### src/sv/bfdh_pkg.sv
// ----------------------------------------------------------------------------
// bfdh_pkg: shared types and constants for the double-hash Bloom filter
// Holds the store size, the hash seeds and the record that is passed from the
// key hasher to the probe engine.
// ----------------------------------------------------------------------------
package bfdh_pkg;

  localparam int unsigned BIT_CAPACITY = 1048576;
  localparam int unsigned MAX_PROBES   = 32;
  localparam int unsigned ADDR_W       = $clog2(BIT_CAPACITY);
  localparam int unsigned CNT_W        = ADDR_W + 1;
  localparam int unsigned PRB_W        = $clog2(MAX_PROBES + 1);

  localparam logic [63:0] FNV_BASIS = 64'hcbf29ce484222325;
  localparam logic [63:0] FNV_PRIME = 64'h00000100000001b3;
  localparam logic [63:0] DJB_SEED  = 64'd5381;

  localparam logic ACT_ADD   = 1'b0;
  localparam logic ACT_QUERY = 1'b1;

  localparam logic REG_BIT_COUNT   = 1'b0;
  localparam logic REG_PROBE_COUNT = 1'b1;

  // One finished key, waiting for its probes.
  typedef struct packed {
    logic        action;
    logic [63:0] hash_a;
    logic [63:0] hash_b;
  } key_rec_t;

endpackage

### src/sv/bfdh_front.sv
// ----------------------------------------------------------------------------
// bfdh_front: key hasher
// Folds key bytes into FNV-1a and djb2 hashes and pushes one record per key
// into a small queue that feeds the probe engine.
// ----------------------------------------------------------------------------
module bfdh_front (
  input  logic               clk,
  input  logic               rst,
  input  logic               push,
  output logic               full,
  input  logic               action,
  input  logic [7:0]         key_byte,
  input  logic               byte_present,
  input  logic               key_last,
  output logic               rec_valid,
  output bfdh_pkg::key_rec_t rec,
  input  logic               rec_take
);
  import bfdh_pkg::*;

  // The FNV multiply is done in its own state after the byte state: the byte
  // state xors, then the product is formed from a shift plus a narrow multiply.
  localparam logic [1:0] ST_IDLE = 2'd0;
  localparam logic [1:0] ST_MUL  = 2'd1;

  logic [1:0]  state;
  logic [63:0] hash_a;
  logic [63:0] hash_b;
  logic [63:0] xored;
  logic        pend_last;
  logic        pend_act;

  // Two-entry queue of finished keys.
  key_rec_t    q_mem [2];
  logic        q_wp;
  logic        q_rp;
  logic [1:0]  q_cnt;
  logic        q_push;
  key_rec_t    q_in;
  logic [63:0] prod;

  // FNV prime = 2^40 + 0x1b3: shift plus a narrow multiply.
  assign prod = (xored << 40) + (xored * 64'h1b3);

  // Accept only when idle and the queue can hold a key that may finish now.
  assign full = (state != ST_IDLE) || (q_cnt == 2'd2);

  always_comb begin
    q_push = 1'b0;
    q_in   = '{action: pend_act, hash_a: prod, hash_b: hash_b};
    if (state == ST_MUL && pend_last) begin
      q_push = 1'b1;
    end else if (state == ST_IDLE && push && !full && key_last && !byte_present) begin
      q_push = 1'b1;
      q_in   = '{action: action, hash_a: hash_a, hash_b: hash_b};
    end
  end

  always_ff @(posedge clk) begin
    if (rst) begin
      state  <= ST_IDLE;
      hash_a <= FNV_BASIS;
      hash_b <= DJB_SEED;
    end else begin
      case (state)
        ST_IDLE: begin
          if (push && !full) begin
            pend_last <= key_last;
            pend_act  <= action;
            if (byte_present) begin
              xored  <= hash_a ^ {56'd0, key_byte};
              hash_b <= (hash_b << 5) + hash_b + {56'd0, key_byte};
              state  <= ST_MUL;
            end else if (key_last) begin
              hash_a <= FNV_BASIS;
              hash_b <= DJB_SEED;
            end
          end
        end
        ST_MUL: begin
          state <= ST_IDLE;
          if (pend_last) begin
            hash_a <= FNV_BASIS;
            hash_b <= DJB_SEED;
          end else begin
            hash_a <= prod;
          end
        end
        default: state <= ST_IDLE;
      endcase
    end
  end

  always_ff @(posedge clk) begin
    if (q_push) q_mem[q_wp] <= q_in;
  end

  always_ff @(posedge clk) begin
    if (rst) begin
      q_wp  <= 1'b0;
      q_rp  <= 1'b0;
      q_cnt <= 2'd0;
    end else begin
      if (q_push) q_wp <= ~q_wp;
      if (rec_take) q_rp <= ~q_rp;
      q_cnt <= q_cnt + {1'b0, q_push} - {1'b0, rec_take};
    end
  end

  assign rec_valid = (q_cnt != 2'd0);
  assign rec       = q_mem[q_rp];
endmodule

### config.mk
export PLATFORM = sky130hd
export DESIGN_NAME = bfdh_front
export DESIGN_NICKNAME = d
export VERILOG_FILES = /design/src/sv/bfdh_pkg.sv /design/src/sv/bfdh_front.sv
export SDC_FILE = /design/constraint.sdc
export NUM_CORES = 1
export LEC_CHECK = 0
export BUFFER_PORTS_ARGS = -buffer_cell sky130_fd_sc_hd__buf_2
export CAP_MARGIN = 0
export CORE_ASPECT_RATIO = 0.6
export CORE_MARGIN = 2
export CORE_UTILIZATION = 53
export CTS_CLUSTER_SIZE = 8
export DETAILED_ROUTE_END_ITERATION = 8
export GPL_TIMING_DRIVEN = 0
export PLACE_DENSITY = 0.73
export SKIP_LAST_GASP = 1
export SLEW_MARGIN = 5
export SYNTH_ARGS = -nofsm -noshare
export SYNTH_HDL_FRONTEND = slang
export SYNTH_SLANG_ARGS = --single-unit
### constraint.sdc
create_clock -name clk -period 7.44 [get_ports clk]
set_input_delay 0.744 -clock clk [delete_from_list [all_inputs] [get_ports clk]]
set_output_delay 0.744 -clock clk [all_outputs]
set_load 0.02 [all_outputs]
Word level (Yosys, flattened, before mapping)
Memory sizes are Yosys's and may differ from the RTL's. A register that Yosys moved wholly into a read port is not among the register bits.
Index checks and enable logic that the tools add are counted.

operators by class
  add/sub/neg operators = 5
  $mul = 1
  equal/unequal tests = 6
  mux-type cells = 18
  bitwise logic cells = 5
  reduce and logical (&&, ||, !) cells = 18

operators with widths
  kind                                                                     number
  64-bit 2-to-1 mux                                                        8
  129-bit 2-to-1 mux                                                       2
  64-bit case mux with 2 select lines                                      2
  64-bit adder                                                             2
  64-bit by 8-bit adder with 64-bit output                                 1
  64-bit by 9-bit multiplier with 64-bit output, second input constant     1
  64-bit by 8-bit bitwise XOR with 64-bit output                           1
  4-bit AND reduction                                                      3
  1-bit logical AND                                                        6
  1-bit 2-to-1 mux                                                         6
  2-bit inequality test, second input constant                             3
  1-bit NOT                                                                4
  2-bit nonzero test                                                       2
  3-bit inequality test, second input constant                             1
  3-bit AND reduction                                                      1
  2-bit by 1-bit adder with 2-bit output                                   1
  2-bit == test, second input constant                                     1
  1-bit logical NOT                                                        2
  2-bit logical NOT                                                        1
  2-bit by 1-bit inequality test with 1-bit output, second input constant  1
  2-bit AND reduction                                                      1
  2-bit OR reduction                                                       1
  2-bit by 1-bit subtractor with 2-bit output                              1
  1-bit logical OR                                                         1

word-level totals
  register bits after elaboration = 199
  memory bits (writable) = 258
  bits of input ports = 15
  output and inout port bits = 131
  memories kept = 1

memory list
  memory  depth  width  rd ports  clocked after memory_dff  write ports  line              text
  q_mem   2      129    1         1                         1            bfdh_front.sv:34  key_rec_t q_mem [2];

Depth between registers and ports, before layout
Gate-level depths: netlist (run 1).

  depth in word-level cells = 10
  gate-level depth with buffers = 22
  depth with buffers taken out = 20

Worst setup path after synthesis (run 1)
Ideal clock, no wire load.

  path kind = input -> register
  start = input push
  end = memory q_mem[1][0] in the netlist's numbering, enable pin
  setup time = 0.633 ns
  arrival = 7.143 ns
  data required time = 6.807 ns
  setup slack = -0.336 ns
  stages on the path = 5
  path through = nand2_1 > nor3b_1 > clkbuf_1 > a21oi_1 > nor2b_1

on the way
  longest elaborated chain between the ends = 8

ends and longest elaborated chain
  element                                 line              text
  from (decl)                             bfdh_front.sv:9   input logic push,
  1-bit logical AND (4 in a row)          bfdh_front.sv:53  end else if (state == ST_IDLE && push && !full && key_last && !byte_present) begin
  1-bit 2-to-1 mux                        bfdh_front.sv:53
  1-bit 2-to-1 mux                        bfdh_front.sv:51  if (state == ST_MUL && pend_last) begin
  1-bit 2-to-1 mux                        bfdh_front.sv:95  if (q_push) q_mem[q_wp] <= q_in;
  1-bit 2-to-1 mux (implied by the code)  bfdh_front.sv:95
  to (decl)                               bfdh_front.sv:34

No other way between the ends.

==> results.py, run 1 <==
metrics = {
    "timing": {
        "maxSlewViolCount": 0,
        "tightestPinTransition_ns": 1.371,
        "rsz0062_at_grt": "false",
        "timing.final.crit_period_ns": 6.987,
        "final.hold.worst_slack_ns": 0.3825,
        "worst_clock_skew_on_the_final_layout_ns": 0.03475,
        "hold_viol": 0,
        "slew_headroom": 0.08612,
        "timing.final.setup_violations": 0,
        "fmax_mhz": 143.1,
        "period_share": 0.9392,
    },
    "logic_synthesis": {
        "postSynthNetCount": 3691,
        "post_synth_top_area_share": 0.2971,
        "yosys-top-cells-area": "edfxtp_1, fa_1, ha_1",
        "synthTopCellsByCount": "inv_1, edfxtp_1, ha_1",
        "synth-async-reset-ratio": 0,
        "synth.largest_area_cell": "edfxtp_1",
        "post_synth_num_cell_types": 75,
        "synth_enable_flop_cells": 324,
        "synth_area_mm2": 0.03275,
        "synth-warning-count": 0,
        "syn_inst": 3136,
        "post_synthesis_sequential_area_ratio": 0.3790,
        "yosys.cell_count.top_type": "inv_1",
        "yosys_most_used_dff": "edfxtp_1",
        "synthesis_stage_register_bit_count": 458,
        "syn_area_per_cell_um2": 10.44,
    },
    "routing": {
        "dr_vias": 24030,
        "drt_first_iter_violations": 2740,
        "drt-wirelength-per-cell_um": 21.16,
        "drcViolationCount": 0,
        "vias_cell": 5.669,
        "route.antenna.remaining_nets": 0,
        "detail_route.first_pass.iterations": 5,
        "drt-total-wl_um": 89660,
    },
    "clock_network": {
        "number_of_setup_buffers_added_after_cts": 0,
        "cts.sinks": 458,
        "clk_root_buffer_cell": "clkbuf_16",
        "cts_resized": 0,
        "post_cts_hold_buffer_count": 0,
        "clock_insertion_delay_worst_skew_ns": 0.59,
        "cts_buffer_depth": 3,
        "numCtsBuffers": 67,
        "clk_pin_slew_ns": 0.05,
        "tritoncts": "built",
        "cts-htree-levels": 3,
    },
    "worst_hold_path": {
        "worst_hold_path.endpoint": "pend_act",
        "timing.hold.worst.class": "in2reg",
        "hold_depth": 1,
        "min-delay-start": "action",
    },
    "critical_path": {
        "cp-end-kind": "flip-flop",
        "slowest_cell_on_the_critical_path": "edfxtp_1",
        "r2r.worst_path.cells": 20,
        "critPathMaxStageDelay_ns": 0.69,
        "cp_most_frequent_cell": "inv_1",
        "path_max_fanout": 8,
        "critical_path.reg2reg.endpoint": "q_mem[0][123]",
        "worstSetupPathType": "reg2reg",
        "worst_ep_arrival_time_ns": 7.33,
        "r2r-start": "xored[23]",
        "worst_endpoint_required_time_ns": 7.78,
        "cell_breakdown_of_the_critical_path": "ha_1 -> inv_1 -> fa_1 -> inv_1 -> fa_1 -> inv_1 -> fa_1 -> inv_1 -> ha_1 -> ha_1 -> clkbuf_1 -> nand2_1 -> nor3_1 -> nand4_1 -> a31oi_1 -> a211oi_1 -> a211oi_1 -> or2_2 -> o31ai_1 -> o41ai_1",
        "timing.reg2reg.setup_slack_ns": 0.45,
        "kind_of_launch_point_of_the_worst_setup_path": "flip-flop",
    },
    "power": {
        "p_total_mw": 15.29,
        "ir_drop_uv": 280.8,
        "leakage_nw": 16.19,
        "pwr_density_cell_mw_per_mm2": 416.9,
    },
    "floorplanning": {
        "die_area_mm2": 0.06386,
        "initial_utilization": 0.5373,
        "rows": 70,
        "chipHeight_um": 196.6,
        "chipWidth_um": 324.9,
        "number_of_ports_placed_on_the_die_boundary": 146,
        "core_area_mm2": 0.06096,
    },
    "placement": {
        "finalWeightedCongestion": 0.9717,
        "dpl.hpwl_um": 71530,
        "buffer_ports.inserted": 144,
    },
    "flow_run": {
        "max-cap-violations": 0,
    },
    "global_route": {
        "grt_start_max_net_pins": 41,
        "grt_overflow_total": 0,
        "number_of_global_route_vias_before_repair": 22820,
        "grt_antenna_before_repair": 1,
        "all_layer_global_routing_usage": 0.2834,
        "grt_first_pass_wirelength_um": 137400,
    },
    "final_layout": {
        "seqCellArea_mm2": 0.01241,
        "net_total_in_the_final_layout": 3914,
        "area_growth_syn_to_layout_pct": 11.99,
        "multiInputGateArea_mm2": 0.01803,
        "nFillCells": 5175,
        "drive_above_1_share": 0.1168,
    },
    "run_status": {
        "status": "completed",
    },
}
placed cells by master (no fill, tap or decap), types with 25 or more instances in the layout:
| master | Yosys | final |
|---|---|---|
| a21o_1 | 73 | 73 |
| a21oi_1 | 185 | 185 |
| a22oi_1 | 26 | 26 |
| buf_2 | 2 | 146 |
| clkbuf_1 | 108 | 151 |
| clkbuf_16 | 0 | 69 |
| dfxtp_1 | 134 | 134 |
| edfxtp_1 | 324 | 324 |
| fa_1 | 230 | 230 |
| ha_1 | 310 | 310 |
| inv_1 | 498 | 498 |
| mux2_2 | 131 | 131 |
| nand2_1 | 218 | 218 |
| nand3_1 | 31 | 31 |
| nand4_1 | 30 | 30 |
| nor2_1 | 186 | 185 |
| nor3_1 | 25 | 25 |
| o21ai_0 | 173 | 173 |
| xnor2_1 | 91 | 91 |
| xor2_1 | 74 | 74 |
cell families (layout without fill, tap and decap cells):
family          count (synthesis)  after routing  share of synthesized area
simple gates                  603            603                    0.08371
mux                           135            135                    0.04627
flops                         458            458                     0.3790
compound gates                621            621                     0.1170
xor+xnor                      165            165                    0.04413
buf+inv                       614            885                    0.07091
fa+ha+maj                     540            540                     0.2590
other cells                     0              3                          0
area by class of cell:
type | instances | share of cell area
well taps | 828 | 0.02825
multi-input cells | 2064 | 0.4916
repair buffers | 154 | 0.02552
diodes | 3 | 0.0002047
plain buffers | 116 | 0.01245
clock buffers | 114 | 0.05196
inverters | 498 | 0.05097
flip-flops and latches | 458 | 0.3384
clock inverters | 3 | 0.0006141
power by group:
group          leakage (nW)  total [mW]  internal [mW]  switching (mW)
sequential             4.00        3.68           3.57           0.118
combinational          11.3        8.78           2.97            5.81
clock                 0.922        2.82           1.72            1.10
how the worst max path moves through the flow:
| stage | endpoint | startpoint | depth (start not counted) |
|---|---|---|---|
| global placement | q_mem[1][102] | state[0] | 7 |
| detailed placement | q_mem[0][123] | xored[23] | 20 |
| floorplan | q_mem[0][124] | xored[17] | 20 |
| CTS | q_mem[0][123] | xored[23] | 20 |
| finish | q_mem[0][123] | xored[23] | 20 |
| global route | q_mem[1][123] | xored[23] | 20 |
sequential cells by signal, indices dropped and copies added, names as in the netlist, 2 cells and up, named ones only:
signal	cells
hash_b	64
xored	64
hash_a	64
q_cnt	2
q_mem	258
worst max-delay path, delay by kind of cell (launching register included):
| family | cells | cell delay [ns] |
|---|---|---|
| and+or+nand+nor | 4 | 1.29 |
| adders and majority gates | 6 | 2.44 |
| AOI/OAI and AO/OA | 5 | 1.77 |
| buffers and inverters | 5 | 0.55 |
| DFF | 1 | 0.69 |
per-stage QoR:
step	TNS (ns)	instances	worst slack (ns)	utilization	instance area, µm²
after CTS	0	4235	0.6549	0.6015	36670
after global routing	0	4235	0.2289	0.6015	36670
after global placement	-290.46	4108	-1.231	0.5662	34510
after detailed placement	0	4118	0.7028	0.5699	34740
after floorplan	0	3136	2.067	-	32760
final	0	4238	0.4525	0.6017	36680
layer usage:
layer	track usage	share of wire
met5	0	0.00014
met4	0.05384	0.016
met3	0.1082	0.13
met2	0.3384	0.35
met1	0.4669	0.50
(Power assumes the default switching activity.)
==> inputs of run 2 (changes only) <==
BUFFER_PORTS_ARGS = -buffer_cell sky130_fd_sc_hd__buf_4   (was -buffer_cell sky130_fd_sc_hd__buf_2)
==> run 2 against run 1 <==
  * Combinational power is 0.7% higher
  * Sequential share of layout area is 0.44 points lower
  * Clock-buffer cell count is 1 lower
  * Sequential cell count stayed put
  * Via count is 0.69% lower
==> results.py, run 2 (same netlist as run 1, synthesis figures left out) <==
metrics = {
    "run_status": {
        "status": "completed",
    },
    "critical_path": {
        "cp-end-kind": "flip-flop",
        "worst_ep_arrival_time_ns": 7.31,
        "worst_endpoint_required_time_ns": 7.73,
        "path_max_fanout": 8,
        "kind_of_launch_point_of_the_worst_setup_path": "flip-flop",
        "worstSetupPathType": "reg2reg",
    },
    "placement": {
        "placedInstanceArea_mm2": 0.03514,
        "finalWeightedCongestion": 0.9838,
        "buffer_ports.inserted": 144,
        "dp_worst_setup_slack_ns": 0.7938,
        "placed_cells_incl_taps": 4119,
        "dpl.hpwl_um": 71850,
    },
    "final_layout": {
        "stdcell_count": 4238,
        "drive_above_1_share": 0.1179,
        "most_frequent_standard_cell_in_the_layout_excluding_fill_and_tap_cells": "inv_1",
        "final_core_util": 0.6095,
        "nFillCells": 5125,
        "largest_register_ff_count": 258,
        "largest_register": "q_mem",
        "antennaDiodeCount": 0,
        "area_growth_syn_to_layout_pct": 13.46,
        "net_total_in_the_final_layout": 3915,
        "layout.cells.most_common_list": "inv_1, edfxtp_1, ha_1",
        "design_area_mm2": 0.03716,
    },
    "routing": {
        "detail_route.first_pass.iterations": 6,
        "drt-wirelength-per-cell_um": 21.20,
        "route.antenna.remaining_nets": 0,
        "dr_vias": 23860,
        "drt-total-wl_um": 89830,
        "drcViolationCount": 0,
        "drt_first_iter_violations": 2635,
        "vias_cell": 5.630,
    },
    "floorplanning": {
        "rows": 70,
        "die_area_mm2": 0.06386,
        "chipWidth_um": 324.9,
        "number_of_ports_placed_on_the_die_boundary": 146,
        "core_area_mm2": 0.06096,
        "chipHeight_um": 196.6,
        "initial_utilization": 0.5373,
    },
    "flow_run": {
        "max-cap-violations": 0,
    },
    "clock_network": {
        "number_of_setup_buffers_added_after_cts": 0,
        "cts.sinks": 458,
        "cts_resized": 0,
        "clock_insertion_delay_worst_skew_ns": 0.61,
        "post_cts_hold_buffer_count": 0,
        "cts_buffer_depth": 3,
        "cts-htree-levels": 3,
        "tritoncts": "built",
        "numCtsBuffers": 67,
        "clk_root_buffer_cell": "clkbuf_16",
        "clk_pin_slew_ns": 0.05,
    },
    "global_route": {
        "grt_first_pass_wirelength_um": 137400,
        "all_layer_global_routing_usage": 0.2846,
        "grt_antenna_before_repair": 0,
        "grt_overflow_total": 0,
        "number_of_global_route_vias_before_repair": 22710,
        "grt_start_max_net_pins": 39,
    },
    "timing": {
        "tightestPinTransition_ns": 1.317,
        "final.hold.worst_slack_ns": 0.3525,
        "timing.final.crit_period_ns": 7.016,
        "setup_tns_ns": 0,
        "worst_clock_skew_on_the_final_layout_ns": 0.03670,
        "timing.final.setup_violations": 0,
        "rsz0062_at_grt": "false",
        "fin_ws_ns": 0.4240,
        "maxSlewViolCount": 0,
        "period_share": 0.9430,
        "slew_headroom": 0.1217,
        "hold_viol": 0,
        "fmax_mhz": 142.5,
    },
    "worst_hold_path": {
        "timing.hold.worst.class": "in2reg",
    },
    "power": {
        "leakage_nw": 16.37,
        "ir_drop_uv": 284.2,
        "p_total_mw": 15.44,
        "pwr_density_cell_mw_per_mm2": 415.5,
    },
}
run 2: worst paths after layout:
kind	from	to	slack (ns)	depth (start not counted)
max	xored[23]	q_mem[1][115]	0.42	20
min	action	pend_act	0.35	1
max reg2reg	xored[23]	q_mem[1][115]	0.42	20
min reg2reg	hash_a[21]	xored[21]	0.44	0
run 2: layout make-up:
cell class | instances | area, µm² | area share
plain buffers | 116 | 456.7 | 0.01229
clock buffers | 113 | 1902 | 0.05118
clock inverters | 6 | 111.4 | 0.002997
inverters | 498 | 1869 | 0.05031
multi-input cells | 2064 | 18030 | 0.4853
flip-flops and latches | 458 | 12410 | 0.3340
well taps | 828 | 1036 | 0.02788
repair buffers | 155 | 1339 | 0.03603
run 2: critical path, stage by stage, from the launching register on:
cell and delay (ns):
edfxtp_1 0.72, ha_1 0.40, inv_1 0.10, fa_1 0.54, inv_1 0.05, fa_1 0.47
inv_1 0.05, fa_1 0.48, inv_1 0.04, ha_1 0.27, ha_1 0.28, clkbuf_1 0.30
nand2_1 0.14, nor3_1 0.64, nand4_1 0.27, a31oi_1 0.58, nor2_1 0.21, o21ai_0 0.37
a31oi_1 0.16, xor2_1 0.43, o21ai_0 0.20
run 2: power breakdown:
part | switching (mW) | total (mW) | leakage [nW] | internal, mW
clock network | 1.16 | 2.91 | 0.958 | 1.75
registers | 0.117 | 3.68 | 4.00 | 3.57
logic | 5.78 | 8.84 | 11.4 | 3.06
total | 7.06 | 15.4 | 16.4 | 8.37
run 2: routing by layer:
| layer | vias to the layer above | share of wire | wire (µm) | global-route usage |
|---|---|---|---|---|
| met1 | 11460 | 0.50 | 45220 | 0.4690 |
| li1 | 11180 | - | - | - |
| met2 | 1112 | 0.35 | 31260 | 0.3379 |
| met3 | 105 | 0.13 | 11930 | 0.1111 |
| met5 | - | 0 | 0 | 0.001499 |
| met4 | 0 | 0.016 | 1421 | 0.05350 |
